### config.mk
export PLATFORM = sky130hd
export DESIGN_NAME = tccs_queue
export DESIGN_NICKNAME = d
export VERILOG_FILES = /design/src/rtl/tccs_pkg.sv /design/src/rtl/tccs_queue.sv
export SDC_FILE = /design/constraint.sdc
export NUM_CORES = 1
export LEC_CHECK = 0
export BUFFER_PORTS_ARGS = -buffer_cell sky130_fd_sc_hd__buf_2
export CORE_ASPECT_RATIO = 2
export CORE_MARGIN = 8
export CORE_UTILIZATION = 45
export DETAILED_ROUTE_END_ITERATION = 8
export PLACE_DENSITY = 0.7
export SYNTH_ARGS = -nofsm -noshare
export SYNTH_HDL_FRONTEND = slang
export SYNTH_SLANG_ARGS = --single-unit
### constraint.sdc
create_clock -name clk -period 2.6 [get_ports clk]
set_input_delay 0.52 -clock clk [delete_from_list [all_inputs] [get_ports clk]]
set_output_delay 0.52 -clock clk [all_outputs]
set_load 0.01 [all_outputs]
### src/rtl/tccs_pkg.sv
// Package for the text console engine: item structs, queue command type and constants.
// Used by every module of the console except tccs_ram; depends on nothing.
package tccs_pkg;

  localparam int OPC_W = 2;
  localparam int CHR_W = 8;
  localparam int COL_W = 7;
  localparam int ROW_W = 5;
  localparam int CLR_W = 8;
  localparam int CELL_W = CHR_W + CLR_W;

  // Opcodes of an input item.
  localparam logic [OPC_W-1:0] OP_PUT   = 2'd0;
  localparam logic [OPC_W-1:0] OP_WRITE = 2'd1;
  localparam logic [OPC_W-1:0] OP_READ  = 2'd2;
  localparam logic [OPC_W-1:0] OP_CLEAR = 2'd3;

  // Character codes with a meaning of their own.
  localparam logic [CHR_W-1:0] CH_BACKSPACE = 8'd8;
  localparam logic [CHR_W-1:0] CH_NEWLINE   = 8'd10;
  localparam logic [CHR_W-1:0] CH_PRINT_LO  = 8'd32;
  localparam logic [CHR_W-1:0] CH_PRINT_HI  = 8'd126;
  localparam logic [CHR_W-1:0] BLANK_CHAR   = 8'h20;
  localparam logic [CLR_W-1:0] RESET_COLOR  = 8'h07;

  localparam int QUEUE_DEPTH = 2;
  localparam int QPTR_W = $clog2(QUEUE_DEPTH);
  localparam int QCNT_W = $clog2(QUEUE_DEPTH + 1);

  // Command kinds decided by the front end.
  localparam int KIND_W = 3;
  localparam logic [KIND_W-1:0] K_IGNORE    = 3'd0;
  localparam logic [KIND_W-1:0] K_NEWLINE   = 3'd1;
  localparam logic [KIND_W-1:0] K_BACKSPACE = 3'd2;
  localparam logic [KIND_W-1:0] K_PRINT     = 3'd3;
  localparam logic [KIND_W-1:0] K_WRITE     = 3'd4;
  localparam logic [KIND_W-1:0] K_READ      = 3'd5;
  localparam logic [KIND_W-1:0] K_CLEAR     = 3'd6;
  localparam logic [KIND_W-1:0] K_OFFSCREEN = 3'd7;

  typedef struct packed {
    logic [OPC_W-1:0] opcode;
    logic [CHR_W-1:0] char_code;
    logic [COL_W-1:0] at_col;
    logic [ROW_W-1:0] at_row;
    logic [CLR_W-1:0] color_in;
  } in_item_t;

  typedef struct packed {
    logic [COL_W-1:0] out_col;
    logic [ROW_W-1:0] out_row;
    logic [CHR_W-1:0] cell_char;
    logic [CLR_W-1:0] cell_color;
    logic             position_ok;
  } out_item_t;

  typedef struct packed {
    logic [KIND_W-1:0] kind;
    logic [CHR_W-1:0]  ch;
    logic [COL_W-1:0]  col;
    logic [ROW_W-1:0]  row;
    logic [CLR_W-1:0]  color;
  } cmd_t;

  typedef struct packed {
    logic empty;
    logic full;
  } q_stat_t;

endpackage

### src/rtl/tccs_queue.sv
// Two-entry command queue between the front end and the back end.
// Depends on tccs_pkg.
module tccs_queue (
  input  logic              clk,
  input  logic              rst_n,
  input  logic              push,
  input  tccs_pkg::cmd_t    push_cmd,
  input  logic              pop,
  output tccs_pkg::cmd_t    head_cmd,
  output tccs_pkg::q_stat_t stat
);
  import tccs_pkg::*;

  cmd_t              ent_r [QUEUE_DEPTH];
  logic [QPTR_W-1:0] wr_ptr_r, wr_ptr_nxt;
  logic [QPTR_W-1:0] rd_ptr_r, rd_ptr_nxt;
  logic [QCNT_W-1:0] cnt_r, cnt_nxt;

  assign stat.empty = (cnt_r == '0);
  assign stat.full  = (cnt_r == QCNT_W'(QUEUE_DEPTH));
  assign head_cmd   = ent_r[rd_ptr_r];

  // Pointer and count update.
  always_comb begin
    wr_ptr_nxt = push ? wr_ptr_r + 1'b1 : wr_ptr_r;
    rd_ptr_nxt = pop ? rd_ptr_r + 1'b1 : rd_ptr_r;
    cnt_nxt    = cnt_r + QCNT_W'(push) - QCNT_W'(pop);
  end

  always_ff @(posedge clk) begin
    if (!rst_n) begin
      wr_ptr_r <= '0;
      rd_ptr_r <= '0;
      cnt_r    <= '0;
    end else begin
      wr_ptr_r <= wr_ptr_nxt;
      rd_ptr_r <= rd_ptr_nxt;
      cnt_r    <= cnt_nxt;
    end
  end

  // Entry storage needs no reset.
  always_ff @(posedge clk) begin
    if (push) begin
      ent_r[wr_ptr_r] <= push_cmd;
    end
  end

  // The front end must never push into a full queue.
  a_no_overflow: assert property (@(posedge clk) disable iff (!rst_n)
    !(push && stat.full && !pop))
    else $error("command queue overflow");

  // The back end must never pop an empty queue.
  a_no_underflow: assert property (@(posedge clk) disable iff (!rst_n)
    !(pop && stat.empty))
    else $error("command queue underflow");

  // The fill count stays within the queue depth.
  a_cnt_range: assert property (@(posedge clk) disable iff (!rst_n)
    cnt_r <= QCNT_W'(QUEUE_DEPTH))
    else $error("command queue count out of range");
endmodule

==> results.py <==
metrics = {
    "sta": {
        "clock_skew_ns": 0.00401,
        "transition_at_the_pin_with_the_smallest_max_transition_slack_ns": 0.415,
        "setup_violations": 0,
        "fin_tns_setup_ns": 0,
        "report.final.hold_viol_count": 0,
        "final_max_slew_viol_count": 0,
        "rsz_0062_raised_after_global_routing": "false",
        "achievable-frequency_mhz": 515,
        "max_slew_headroom_pct": 72.2,
        "timing.final.crit_period_ns": 1.94,
        "post-route-period-util_pct": 74.7,
    },
    "clocking": {
        "cts.reportedPaths.clkPinSlew_ns": 0.07,
        "cts_tree": "yes",
        "post_cts_buffers": 0,
        "root_buffer": "clkbuf_8",
        "max-clock-path-buffers": 2,
        "postCtsResizedCells": 0,
        "cts_htree_levels": 3,
        "cts_sinks": 67,
        "ctsHoldBuffers": 0,
        "cts_inserted_buffers": 9,
        "clk-insertion-delay-late_ns": 0.32,
    },
    "grt": {
        "grt_first_pass_wirelength_um": 7270,
        "vias_in_the_first_global_route": 1453,
        "number_of_antenna_violations_at_the_first_check_in_global_routing": 0,
        "maximum_number_of_pins_on_one_net_before_global_route_repair": 20,
        "globalRoute.totalOverflow": 0,
        "grtUsageTotal_pct": 12.3,
    },
    "route": {
        "drt_drc_violations_left": 0,
        "dr.first_iter.drc_count": 42,
        "detail_route.first_pass.iterations": 4,
        "detail-route-antenna-nets": 0,
        "route.final.wire_length_um": 4760,
        "viasPerCell": 4.93,
        "routedWlPerCell_um": 18.2,
        "routed-via-count": 1291,
    },
    "cells_and_area": {
        "regArea_um2": 1960,
        "multiInputGateArea_um2": 474,
        "area_growth_syn_to_layout_pct": 24.5,
        "post_route_cells_drive_above_1_share_pct": 57.9,
        "fillCellCount": 451,
        "layout_commonest_cell": "buf_2",
        "nNetsFinal": 234,
        "insertedDiodeCount": 0,
        "leading_cell_types_in_the_layout_fill_and_taps_excluded": "buf_2, edfxtp_1, mux2_2",
    },
    "placed_design": {
        "hpwl_dp_um": 3540,
        "port_buffers": 67,
        "weighted_congestion_reported_at_the_end_of_routability_driven_placement": 0.678,
    },
    "worst_hold_path": {
        "worst_hold_path_type": "primary input to flip-flop",
    },
    "yosys": {
        "synth_simple_gate_area_share_pct": 2.18,
        "synth_top_area_cell": "edfxtp_1",
        "post-synth-top-area-fraction_pct": 75.4,
        "share_of_synthesized_area_occupied_by_flip_flops_and_latches_pct": 79.4,
        "synthCells": 117,
        "synth_area_per_cell_um2": 21.1,
        "post_synth_mux_area_share_pct": 14.1,
        "synth-adder-area-share_pct": 1.01,
        "synth_xor_area_share_pct": 1.27,
        "cells_taking_the_most_area_after_synthesis": "edfxtp_1, mux2_2, dfxtp_1",
        "combinational_family_with_the_most_area_after_synthesis": "multiplexers",
        "post_synth_instance_area_um2": 2470,
        "yosys_warnings": 0,
        "complex_gate_fraction_of_the_synthesized_area_pct": 0.304,
        "ys_ff_latch": 67,
        "ys_types": 12,
        "synthesized_net_count": 154,
    },
    "critical_path": {
        "criticalPathCategory": "flip-flop to primary output",
        "path_max_fanout": 18,
        "endpoint_kind": "primary output",
        "worstPathArrival_ns": 1.42,
        "cp_launch_type": "flip-flop",
        "critPathRequiredTime_ns": 2.08,
    },
    "die": {
        "std_cell_core_area_um2": 5370,
        "floorplan.die_area_um2": 8260,
        "fp.dieH_um": 121,
        "io_pins": 68,
        "initial_utilization_pct": 46.0,
        "die_x_um": 68.4,
        "row_count": 38,
    },
    "pwr": {
        "finalPower_mw": 2.32,
        "total_leakage_power_nw": 1.19,
        "vdd_ir_drop_max_v": 0.000593,
        "power_per_cell_area_nw_per_um2": 755,
    },
    "flow_run": {
        "maximum_capacitance_violations": 0,
    },
    "outcome": {
        "status": "finished, final reports clean",
    },
}
-- stage by stage --
| stage | hold slack [ns] | setup slack [ns] | utilization (%) | area (um^2) | instances |
|---|---|---|---|---|---|
| 2_1_floorplan | 0.555 | 0.220 | - | 2470 | 117 |
| 3_3_place_gp | 0.577 | 0.939 | 53.8 | 2890 | 246 |
| 3_5_place_dp | 0.581 | 0.852 | 53.8 | 2890 | 246 |
| 4_1_cts | 0.360 | 0.625 | 57.2 | 3070 | 262 |
| 5_1_grt | 0.356 | 0.580 | 57.2 | 3070 | 262 |
| 6_report | 0.380 | 0.658 | 57.2 | 3070 | 262 |
-- final timing paths --
| path | startpoint | endpoint | slack (ns) | depth (start not counted) |
|---|---|---|---|---|
| max reg2reg | wr_ptr_r$_SDFFE_PN0P_ | ent_r[0][27]$_DFFE_PP_ | 1.21 | 2 |
| min | push_cmd[18] | ent_r[0][18]$_DFFE_PP_ | 0.38 | 1 |
| min reg2reg | rd_ptr_r$_SDFFE_PN0P_ | rd_ptr_r$_SDFFE_PN0P_ | 0.59 | 2 |
| max | flip-flop | head_cmd[19] | 0.66 | 3 |
-- report_power, final --
part	total (mW)	switching (mW)	internal, mW	leakage (nW)
Clock	0.781	0.353	0.429	0.0915
Sequential	1.27	0.0203	1.24	0.624
Combinational	0.276	0.137	0.139	0.477
Total	2.32	0.510	1.81	1.19
-- worst max-delay path, cell delays in order (launching register included) --
cell     delay (ns)
dfxtp_1        0.33
buf_4          0.26
mux2_2         0.38
buf_2          0.14
-- synthesized netlist by cell type --
master / number
inv_1: 2
buf_6: 3
and2_1: 4
nor2b_1: 4
mux2_2: 31
dfxtp_1: 5
xnor3_1: 1
ha_1: 2
nor2_1: 1
edfxtp_1: 62
xor2_1: 1
o21a_1: 1
-- routing by layer --
metal	part of all wire (%)	global-route usage [%]	wire [um]
met1	32	11.1	1530
met2	58	21.5	2780
met3	7.2	5.00	342
met4	2.4	6.84	112
met5	0	0	0
-- layout make-up --
cell class,count,share of cell area [%]
inverters,2,0.244
well taps,60,2.44
flip-flops and latches,67,63.8
clock inverters,7,1.91
repair buffers,72,12.1
clock buffers,9,4.03
multi-input cells,45,15.4
-- cells by family after synthesis --
logic type,Yosys count
AOI/OAI and AO/OA,1
xor gates and xnor gates,2
adders and majority gates,2
buffers and inverters,5
DFF,67
muxes,31
and+or+nand+nor,9
-- flip-flops by register name, indices dropped and copies added, names as in the netlist, named ones only --
register	count
ent_r	62
cnt_r	2
rd_ptr_r	1
wr_ptr_r	1
(Power assumes the default switching activity.)
