**config.mk**
```make
export PLATFORM = sky130hd
export DESIGN_NAME = tccs_front
export DESIGN_NICKNAME = d
export VERILOG_FILES = /design/src/rtl/tccs_pkg.sv /design/src/rtl/tccs_front.sv
export SDC_FILE = /design/constraint.sdc
export NUM_CORES = 1
export LEC_CHECK = 0
export ABC_CLOCK_PERIOD_IN_PS = 800
export BUFFER_PORTS_ARGS = -buffer_cell sky130_fd_sc_hd__buf_2
export CAP_MARGIN = 30
export CORE_MARGIN = 1
export CORE_UTILIZATION = 25
export DETAILED_ROUTE_END_ITERATION = 16
export PLACE_DENSITY = 0.79
export SLEW_MARGIN = 20
export SYNTH_ARGS = -nofsm -noshare
export SYNTH_HDL_FRONTEND = slang
export SYNTH_SLANG_ARGS = --single-unit
```
**constraint.sdc**
```tcl
create_clock -name vclk -period 0.8
set_input_delay 0 -clock vclk [all_inputs]
set_output_delay 0 -clock vclk [all_outputs]
set_load 0.01 [all_outputs]
```
**src/rtl/tccs_pkg.sv**
```systemverilog
// Package for the text console engine: item structs, queue command type and constants.
// Used by every module of the console except tccs_ram; depends on nothing.
package tccs_pkg;

  localparam int OPC_W = 2;
  localparam int CHR_W = 8;
  localparam int COL_W = 7;
  localparam int ROW_W = 5;
  localparam int CLR_W = 8;
  localparam int CELL_W = CHR_W + CLR_W;

  // Opcodes of an input item.
  localparam logic [OPC_W-1:0] OP_PUT   = 2'd0;
  localparam logic [OPC_W-1:0] OP_WRITE = 2'd1;
  localparam logic [OPC_W-1:0] OP_READ  = 2'd2;
  localparam logic [OPC_W-1:0] OP_CLEAR = 2'd3;

  // Character codes with a meaning of their own.
  localparam logic [CHR_W-1:0] CH_BACKSPACE = 8'd8;
  localparam logic [CHR_W-1:0] CH_NEWLINE   = 8'd10;
  localparam logic [CHR_W-1:0] CH_PRINT_LO  = 8'd32;
  localparam logic [CHR_W-1:0] CH_PRINT_HI  = 8'd126;
  localparam logic [CHR_W-1:0] BLANK_CHAR   = 8'h20;
  localparam logic [CLR_W-1:0] RESET_COLOR  = 8'h07;

  localparam int QUEUE_DEPTH = 2;
  localparam int QPTR_W = $clog2(QUEUE_DEPTH);
  localparam int QCNT_W = $clog2(QUEUE_DEPTH + 1);

  // Command kinds decided by the front end.
  localparam int KIND_W = 3;
  localparam logic [KIND_W-1:0] K_IGNORE    = 3'd0;
  localparam logic [KIND_W-1:0] K_NEWLINE   = 3'd1;
  localparam logic [KIND_W-1:0] K_BACKSPACE = 3'd2;
  localparam logic [KIND_W-1:0] K_PRINT     = 3'd3;
  localparam logic [KIND_W-1:0] K_WRITE     = 3'd4;
  localparam logic [KIND_W-1:0] K_READ      = 3'd5;
  localparam logic [KIND_W-1:0] K_CLEAR     = 3'd6;
  localparam logic [KIND_W-1:0] K_OFFSCREEN = 3'd7;

  typedef struct packed {
    logic [OPC_W-1:0] opcode;
    logic [CHR_W-1:0] char_code;
    logic [COL_W-1:0] at_col;
    logic [ROW_W-1:0] at_row;
    logic [CLR_W-1:0] color_in;
  } in_item_t;

  typedef struct packed {
    logic [COL_W-1:0] out_col;
    logic [ROW_W-1:0] out_row;
    logic [CHR_W-1:0] cell_char;
    logic [CLR_W-1:0] cell_color;
    logic             position_ok;
  } out_item_t;

  typedef struct packed {
    logic [KIND_W-1:0] kind;
    logic [CHR_W-1:0]  ch;
    logic [COL_W-1:0]  col;
    logic [ROW_W-1:0]  row;
    logic [CLR_W-1:0]  color;
  } cmd_t;

  typedef struct packed {
    logic empty;
    logic full;
  } q_stat_t;

endpackage

```
**src/rtl/tccs_front.sv**
```systemverilog
// Front end: takes input items and sorts them into command kinds for the queue.
// Depends on tccs_pkg.
module tccs_front #(
  parameter int SCREEN_COLS = 80,
  parameter int SCREEN_ROWS = 25
) (
  input  logic               start,
  output logic               busy,
  input  tccs_pkg::in_item_t in_item,
  input  tccs_pkg::q_stat_t  q_stat,
  input  logic               back_init,
  output logic               q_push,
  output tccs_pkg::cmd_t     q_cmd
);
  import tccs_pkg::*;

  logic on_screen;
  logic printable;

  // The block refuses items while the queue is full or the screen is being cleared after reset.
  assign busy   = q_stat.full | back_init;
  assign q_push = start & ~busy;

  assign on_screen = ({1'b0, in_item.at_col} < 8'(SCREEN_COLS)) &&
                     ({1'b0, in_item.at_row} < 6'(SCREEN_ROWS));
  assign printable = (in_item.char_code >= CH_PRINT_LO) && (in_item.char_code <= CH_PRINT_HI);

  // Decode the opcode and character into one command kind.
  always_comb begin
    q_cmd.ch    = in_item.char_code;
    q_cmd.col   = in_item.at_col;
    q_cmd.row   = in_item.at_row;
    q_cmd.color = in_item.color_in;
    unique case (in_item.opcode)
      OP_PUT: begin
        if (in_item.char_code == CH_NEWLINE) begin
          q_cmd.kind = K_NEWLINE;
        end else if (in_item.char_code == CH_BACKSPACE) begin
          q_cmd.kind = K_BACKSPACE;
        end else if (printable) begin
          q_cmd.kind = K_PRINT;
        end else begin
          q_cmd.kind = K_IGNORE;
        end
      end
      OP_WRITE: q_cmd.kind = on_screen ? K_WRITE : K_OFFSCREEN;
      OP_READ:  q_cmd.kind = on_screen ? K_READ : K_OFFSCREEN;
      default:  q_cmd.kind = K_CLEAR;
    endcase
  end
endmodule

```
==> impl_metrics.csv, run 1 <==
group,metric,value,unit
layout,fin_nets,99,
floorplanning,dieArea,1580,um^2
layout,nClkBuffers,0,
layout,final_util,33.0,%
global_routing,grt_pass1_vias,258,
synth,synth.cell_area,355,um^2
sta,period_minus_slack,0.878,ns
placement,dp_slack,-0.107,ns
floorplanning,row_count,13,
detailed_routing,dr.pass1.iters,4,
critical_path,start_kind,"input port",
critical_path,crit_required,0.80,ns
detailed_routing,wl_per_cell,9.12,um
synth,synth_fp_nets,82,
sta,rsz0062_at_grt,"true",
global_routing,grt_usage,7.79,%
synth,yosys-top-cells-area,"buf_4 59%, nor4b_4 6.7%, nor4b_2 4.2%",
sta,max_freq,1140,MHz
detailed_routing,avgViaCountPerCell,4.38,
pwr,p_leak,0.000241,uW
sta,tightest_slew,0.344,ns
detailed_routing,vias,342,
layout,seqCellArea,0,um^2
floorplanning,die_w,39.7,um
sta,setup_viol,2,
critical_path,crit_chain,"buf_6, o311a_4, nor4b_4, a31oi_1, buf_2",
floorplanning,core,1320,um^2
layout,drive_gt1_share,76.2,%
layout,nFillCells,137,
layout,seq_cell_count,0,
floorplanning,die_y,39.7,um
placement,place_hpwl,612,um
synth,avgSynthCellArea,7.40,um^2
sta,report.final.slew_viol_count,0,
detailed_routing,drtIter0Drc,3,
synth,yosysUniqueCellTypes,17,
synth,yosysTopAreaCellShare,59.2,%
min_path,hp-class,"in2out",
floorplanning,start_util,27.0,%
critical_path,slowest_delay,0.38,ns
critical_path,cp_max_fo,2,
synth,syn_inst,48,
synth,synth_area_leader_cell,"buf_4",
sta,finalHoldWorstSlack,0.00000445,ns
synth,synth_warnings,0,
layout,num_antenna_cells,0,
clocking,ctsHoldBuffers,0,
global_routing,grt_antenna_before_repair,0,
global_routing,grt_max_degree,5,
sta,slew-limit-headroom,77.0,%
global_routing,overflow,0,
critical_path,crit_arrival,0.88,ns
job,cap_violations,0,
detailed_routing,drt_wl_total,711,um
detailed_routing,ant_nets,0,
critical_path,end_kind,"output pin",
pwr,power_density,545,nW/um^2
synth,synth.top_cells.by_count,"28 x buf_4, 3 x inv_1, 2 x nand3_1, 2 x nor2_1",
pwr,ir_drop,0.000125,V
synth,yosysSeqAreaShare,0,%
detailed_routing,drc_errors,0,
placement,globalplace.congestion,0.515,
critical_path,crit_slowest_cell,"o311a_4",
critical_path,crit_type,"in2out",
floorplanning,ios,67,
global_routing,grt_first_pass_wirelength,917,um
sta,fin_ws,-0.0783,ns
pwr,power,237,uW
sta,hold_viol,0,
sta,finalCritPeriodShare,110,%
outcome,violations,"setup timing",
layout,areaGrowthSynthToFinish,22.5,%
synth,synth.most_common_cell,"buf_4",
outcome,status,"finished with violations",
placement,io_buffers,42,
stage by stage:
step | setup TNS (ns) | area, um^2 | cells
after global routing | -0.231 | 435 | 78
after detailed placement | -0.195 | 374 | 77
final | -0.122 | 435 | 78
after global placement | -0.146 | 374 | 77
after floorplan | 0 | 355 | 48
after CTS | -0.129 | 415 | 78
worst max-delay path: cells and delay by family:
kind | cells | cell delay (ns)
compound gates | 2 | 0.43
buf+inv | 2 | 0.24
simple gates | 1 | 0.20
cell usage in the layout, fill, tap and decap left out:
cell type   n
buf_2      38
a31oi_1     1
o21bai_1    1
nor4b_4     2
nand3b_1    1
nor3_2      1
nor2_1      2
o21a_1      1
buf_4       1
or2_2       1
nand4_1     1
nand3_1     2
buf_8       1
a32oi_1     1
nand2_1     1
o221ai_1    1
inv_1       3
o311a_4     1
buf_6       3
cell type report:
cell class                      count  area (um^2)  area share (%)
Timing Repair Buffer               43          246            56.6
Inverter                            3         11.3            2.59
Tap cell                           15         18.8            4.31
Multi-Input combinational cell     17          159            36.5
routing by layer:
layer  share of wire (%)  track usage (%)  vias up
met5                   0                0        -
li1                    -                -      167
met1                  33             8.22      149
met2                  55             15.6       26
met4                   0            0.862        0
met3                  12             1.70        0
report_power, final:
| group | switching, uW | internal (uW) |
|---|---|---|
| registers | 0 | 0 |
| clock network | 0 | 0 |
| logic | 111 | 127 |
| total | 111 | 127 |
kinds of logic after synthesis:
kind of cell	count (synthesis)	synth area share (%)
compound gates	6	13.7
buf+inv	31	62.3
simple gates	11	23.9
repair_timing:
action	in CTS	in global routing
hold endpoints to repair	0	0
pin swaps	4	0
gates resized for setup	7	3
setup buffers	1	0
setup endpoints to repair	2	2
path summary, 6_finish.rpt:
kind              startpoint        end  cells after the start
setup / recovery  in_item[8]  q_cmd[29]                      5
hold / removal    in_item[0]   q_cmd[0]                      0
No activity file was read; power rests on OpenSTA's default activity.
==> run 2: changes to the inputs <==
--- a/config.mk
+++ b/config.mk
@@ -8,10 +8,12 @@
 export ABC_CLOCK_PERIOD_IN_PS = 800
 export BUFFER_PORTS_ARGS = -buffer_cell sky130_fd_sc_hd__buf_2
 export CAP_MARGIN = 30
+export CELL_PAD_IN_SITES_DETAIL_PLACEMENT = 0
+export CELL_PAD_IN_SITES_GLOBAL_PLACEMENT = 1
 export CORE_MARGIN = 1
-export CORE_UTILIZATION = 25
+export CORE_UTILIZATION = 15
 export DETAILED_ROUTE_END_ITERATION = 16
-export PLACE_DENSITY = 0.79
+export PLACE_DENSITY_LB_ADDON = 0.1
 export SLEW_MARGIN = 20
 export SYNTH_ARGS = -nofsm -noshare
 export SYNTH_HDL_FRONTEND = slang
==> impl_metrics.csv, run 2 (synthesis results as in run 1) <==
group,metric,value,unit
global_routing,met2_usage,10.7,%
layout,design_area,458,um^2
outcome,status,"finished with violations",
layout,final_util,20.7,%
global_routing,grt_antenna_before_repair,0,
job,cap_violations,0,
detailed_routing,vias,348,
critical_path,start_kind,"input port",
sta,rsz0062_at_grt,"true",
placement,io_buffers,42,
detailed_routing,dr.pass1.iters,4,
pwr,p_clk_share,0,%
floorplanning,dieArea,2570,um^2
sta,report.final.slew_viol_count,0,
layout,fin_cells,93,
sta,hold_viol,0,
placement,placed_cell_area,413,um^2
sta,slew-limit-headroom,85.1,%
critical_path,crit_required,0.80,ns
layout,seqCellArea,0,um^2
sta,period_minus_slack,0.877,ns
layout,num_antenna_cells,0,
detailed_routing,drtIter0Drc,1,
global_routing,overflow,0,
detailed_routing,avgViaCountPerCell,3.74,
outcome,violations,"setup timing",
layout,seq_cell_count,0,
min_path,hold_depth,0,
critical_path,crit_slowest_cell,"o311a_4",
pwr,switching_share,46.5,%
critical_path,crit_cells,5,
placement,globalplace.congestion,0.589,
critical_path,cp-endpoint,"q_cmd[29]",
global_routing,grtUsageMet3,1.82,%
detailed_routing,ant_nets,0,
global_routing,use_met1,5.50,%
sta,finalCritPeriodShare,110,%
floorplanning,ios,67,
layout,multi_input_area,150,um^2
sta,fin_ws,-0.0770,ns
clocking,cts_setup_buffers,0,
detailed_routing,drc_errors,0,
layout,nClkBuffers,0,
pwr,seqPwrFrac,0,%
global_routing,grt_usage,5.49,%
placement,place_hpwl,761,um
layout,layout_commonest_cell,"buf_2",
floorplanning,start_util,16.1,%
floorplanning,die_w,50.7,um
min_path,min-delay-start,"in_item[4]",
critical_path,end_kind,"output pin",
critical_path,slowest_delay,0.37,ns
critical_path,crit_arrival,0.88,ns
critical_path,critPathTopFamily,"compound AO/OA/AOI/OAI gates",
layout,nFillCells,266,
global_routing,grt.busiest_layer,"met2",
placement,dp_slack,-0.125,ns
floorplanning,core,2210,um^2
critical_path,cp_max_fo,2,
layout,drive_gt1_share,76.9,%
detailed_routing,drt_wl_total,832,um
floorplanning,die_y,50.7,um
critical_path,crit_type,"in2out",
detailed_routing,wl_per_cell,8.95,um
pwr,switchingPower,112,uW
global_routing,grt_pass1_vias,295,
global_routing,grt_max_degree,5,
layout,fin_nets,101,
pwr,ir_drop,0.000111,V
pwr,power_density,525,nW/um^2
sta,max_freq,1140,MHz
pwr,p_leak,0.000244,uW
layout,layout_common_cells,"38 x buf_2, 3 x inv_1, 3 x buf_6, 3 x buf_4",
critical_path,path_buf_inv,2,
min_path,hp-class,"in2out",
sta,tightest_slew,0.223,ns
critical_path,startpoint,"in_item[8]",
critical_path,crit_chain,"buf_6, o311a_4, nor4b_2, a31oi_1, buf_2",
pwr,combPwrFrac,100.0,%
floorplanning,row_count,17,
global_routing,grt_first_pass_wirelength,1150,um
layout,areaGrowthSynthToFinish,28.9,%
pwr,p_int,128,uW
sta,setup_viol,2,
placement,placedCellCount,93,
sta,finalHoldWorstSlack,0.00000391,ns
==> run 2: cell types whose count changed in the layout (fill, tap and decap cells not counted), sizes merged <==
cell,before,now
buf,43,45
==> run 2: worst min-delay path by stage <==
stage                           end
final                      q_cmd[4]
after global routing       q_cmd[1]
after CTS                  q_cmd[0]
after detailed placement   q_cmd[0]
after global placement     q_cmd[0]
after floorplan           q_cmd[28]
==> run 2: layer usage <==
layer,share of wire [%],vias up
li1,-,171
met1,34,149
met2,50,26
met3,15,2
met4,0.24,0
met5,0,-
==> run 2: final cells by class <==
cell class	count	share of cell area [%]
repair buffers	45	57.1
well taps	28	7.65
multi-input cells	17	32.8
inverters	3	2.46
==> run 2: power groups by stage <==
stage	registers (uW)	logic [uW]	clock network, uW
2_1_floorplan	0	198	0
3_3_place_gp	0	226	0
3_5_place_dp	0	223	0
4_1_cts	0	236	0
5_1_grt	0	259	0
6_report	0	240	0
==> run 2: per-stage QoR <==
stage | power [uW] | setup TNS, ns
after floorplan | 198 | 0
after global placement | 226 | -0.211
after detailed placement | 223 | -0.195
after CTS | 236 | -0.145
after global routing | 259 | -0.250
final | 240 | -0.112
==> run 2: timing repair <==
action | in CTS | in global routing
setup endpoints to repair | 2 | 2
gates cloned | 0 | 0
hold buffers | 0 | 0
pin swaps | 5 | 3
gates resized for setup | 4 | 5
hold endpoints to repair | 0 | 0
==> run 3: changes to the inputs <==
--- a/config.mk
+++ b/config.mk
@@ -13,7 +13,7 @@
 export CORE_MARGIN = 1
 export CORE_UTILIZATION = 15
 export DETAILED_ROUTE_END_ITERATION = 16
-export PLACE_DENSITY_LB_ADDON = 0.1
+export PLACE_DENSITY = 0.85
 export SLEW_MARGIN = 20
 export SYNTH_ARGS = -nofsm -noshare
 export SYNTH_HDL_FRONTEND = slang
==> impl_metrics.csv, run 3 (synthesis results as in run 1) <==
group,metric,value,unit
layout,nFillCells,271,
layout,areaGrowthSynthToFinish,25.7,%
sta,report.final.slew_viol_count,0,
detailed_routing,avgViaCountPerCell,3.82,
floorplanning,dieArea,2570,um^2
outcome,status,"finished with violations",
sta,slew-limit-headroom,77.2,%
detailed_routing,drtIter0Drc,6,
detailed_routing,vias,348,
critical_path,crit_arrival,0.90,ns
sta,tightest_slew,0.340,ns
sta,rsz0062_at_grt,"true",
sta,fin_ws,-0.0991,ns
floorplanning,die_y,50.7,um
pwr,power,242,uW
floorplanning,ios,67,
min_path,min-delay-start,"in_item[15]",
floorplanning,die_w,50.7,um
min_path,hp-class,"in2out",
pwr,ir_drop,0.000143,V
layout,nClkBuffers,0,
critical_path,end_kind,"output pin",
pwr,p_leak,0.000240,uW
detailed_routing,drc_errors,0,
global_routing,overflow,0,
layout,drive_gt1_share,74.6,%
floorplanning,row_count,17,
sta,hold_viol,0,
floorplanning,core,2210,um^2
layout,fin_nets,99,
placement,globalplace.congestion,0.645,
global_routing,grt_max_degree,5,
critical_path,crit_type,"in2out",
detailed_routing,drt_wl_total,905,um
layout,seq_cell_count,0,
layout,multi_input_area,154,um^2
clocking,cts_setup_buffers,0,
layout,num_antenna_cells,0,
floorplanning,start_util,16.1,%
layout,layout_common_cells,"38 x buf_2, 3 x inv_1, 3 x buf_6",
placement,io_buffers,42,
global_routing,grt_pass1_vias,291,
global_routing,grt_first_pass_wirelength,1250,um
sta,setup_viol,2,
sta,finalHoldWorstSlack,0.00000392,ns
critical_path,startpoint,"in_item[9]",
critical_path,start_kind,"input port",
job,cap_violations,0,
layout,final_util,20.2,%
detailed_routing,wl_per_cell,9.95,um
critical_path,cp-endpoint,"q_cmd[29]",
critical_path,cp_max_fo,2,
outcome,violations,"setup timing",
sta,max_freq,1110,MHz
sta,finalCritPeriodShare,112,%
layout,seqCellArea,0,um^2
detailed_routing,dr.pass1.iters,3,
critical_path,crit_required,0.80,ns
placement,place_hpwl,841,um
detailed_routing,ant_nets,0,
layout,layout_commonest_cell,"buf_2",
global_routing,grt_usage,5.93,%
global_routing,grt_antenna_before_repair,0,
pwr,power_density,541,nW/um^2
sta,period_minus_slack,0.899,ns
[run 3: routing by layer]
layer / wire, um / up-vias / global-route usage, %
met4: 5 / 0 / 0.926
met3: 97 / 2 / 0.606
li1: - / 170 / -
met1: 341 / 148 / 7.27
met2: 461 / 28 / 11.1
met5: 0 / - / 0
[run 3: report_power, final]
| part | total [uW] | switching, uW | internal [uW] | leakage, uW |
|---|---|---|---|---|
| clock | 0 | 0 | 0 | 0 |
| combinational | 242 | 115 | 126 | 0.000240 |
| sequential | 0 | 0 | 0 | 0 |
[run 3: what timing repair did]
action	4_1_cts	5_1_grt
gates resized for setup	7	2
hold buffers	0	0
pin swaps	4	0
setup endpoints to repair	2	2
hold endpoints to repair	0	0
[run 3: worst min-delay path by stage]
stage,cells past startpoint,endpoint,slack (ns)
after detailed placement,0,q_cmd[7],0.00007
after global placement,0,q_cmd[7],0.00007
after global routing,0,q_cmd[6],0.00002
after floorplan,1,q_cmd[28],0.07
final,0,q_cmd[15],0.000004
after CTS,0,q_cmd[7],0.00007
[run 3: cell type report]
cell class                 instances  share of cell area, %
timing repair buffer              43                   55.2
multi-input combinational         17                   34.5
tap                               28                   7.84
inverter                           3                   2.52
[run 3: critical path, cell delays in order]
cell and delay, ns:
buf_6 0.09, o311a_4 0.38, nor4b_4 0.20, a31oi_1 0.07
buf_2 0.16
[run 3: stage by stage]
step | cells | setup TNS [ns] | cell area, um^2 | setup slack (ns)
finish | 91 | -0.142 | 447 | -0.0991
global route | 91 | -0.274 | 447 | -0.150
CTS | 91 | -0.139 | 434 | -0.101
detailed placement | 91 | -0.204 | 398 | -0.117
global placement | 91 | -0.205 | 398 | -0.114
floorplan | 48 | 0 | 355 | 0.154
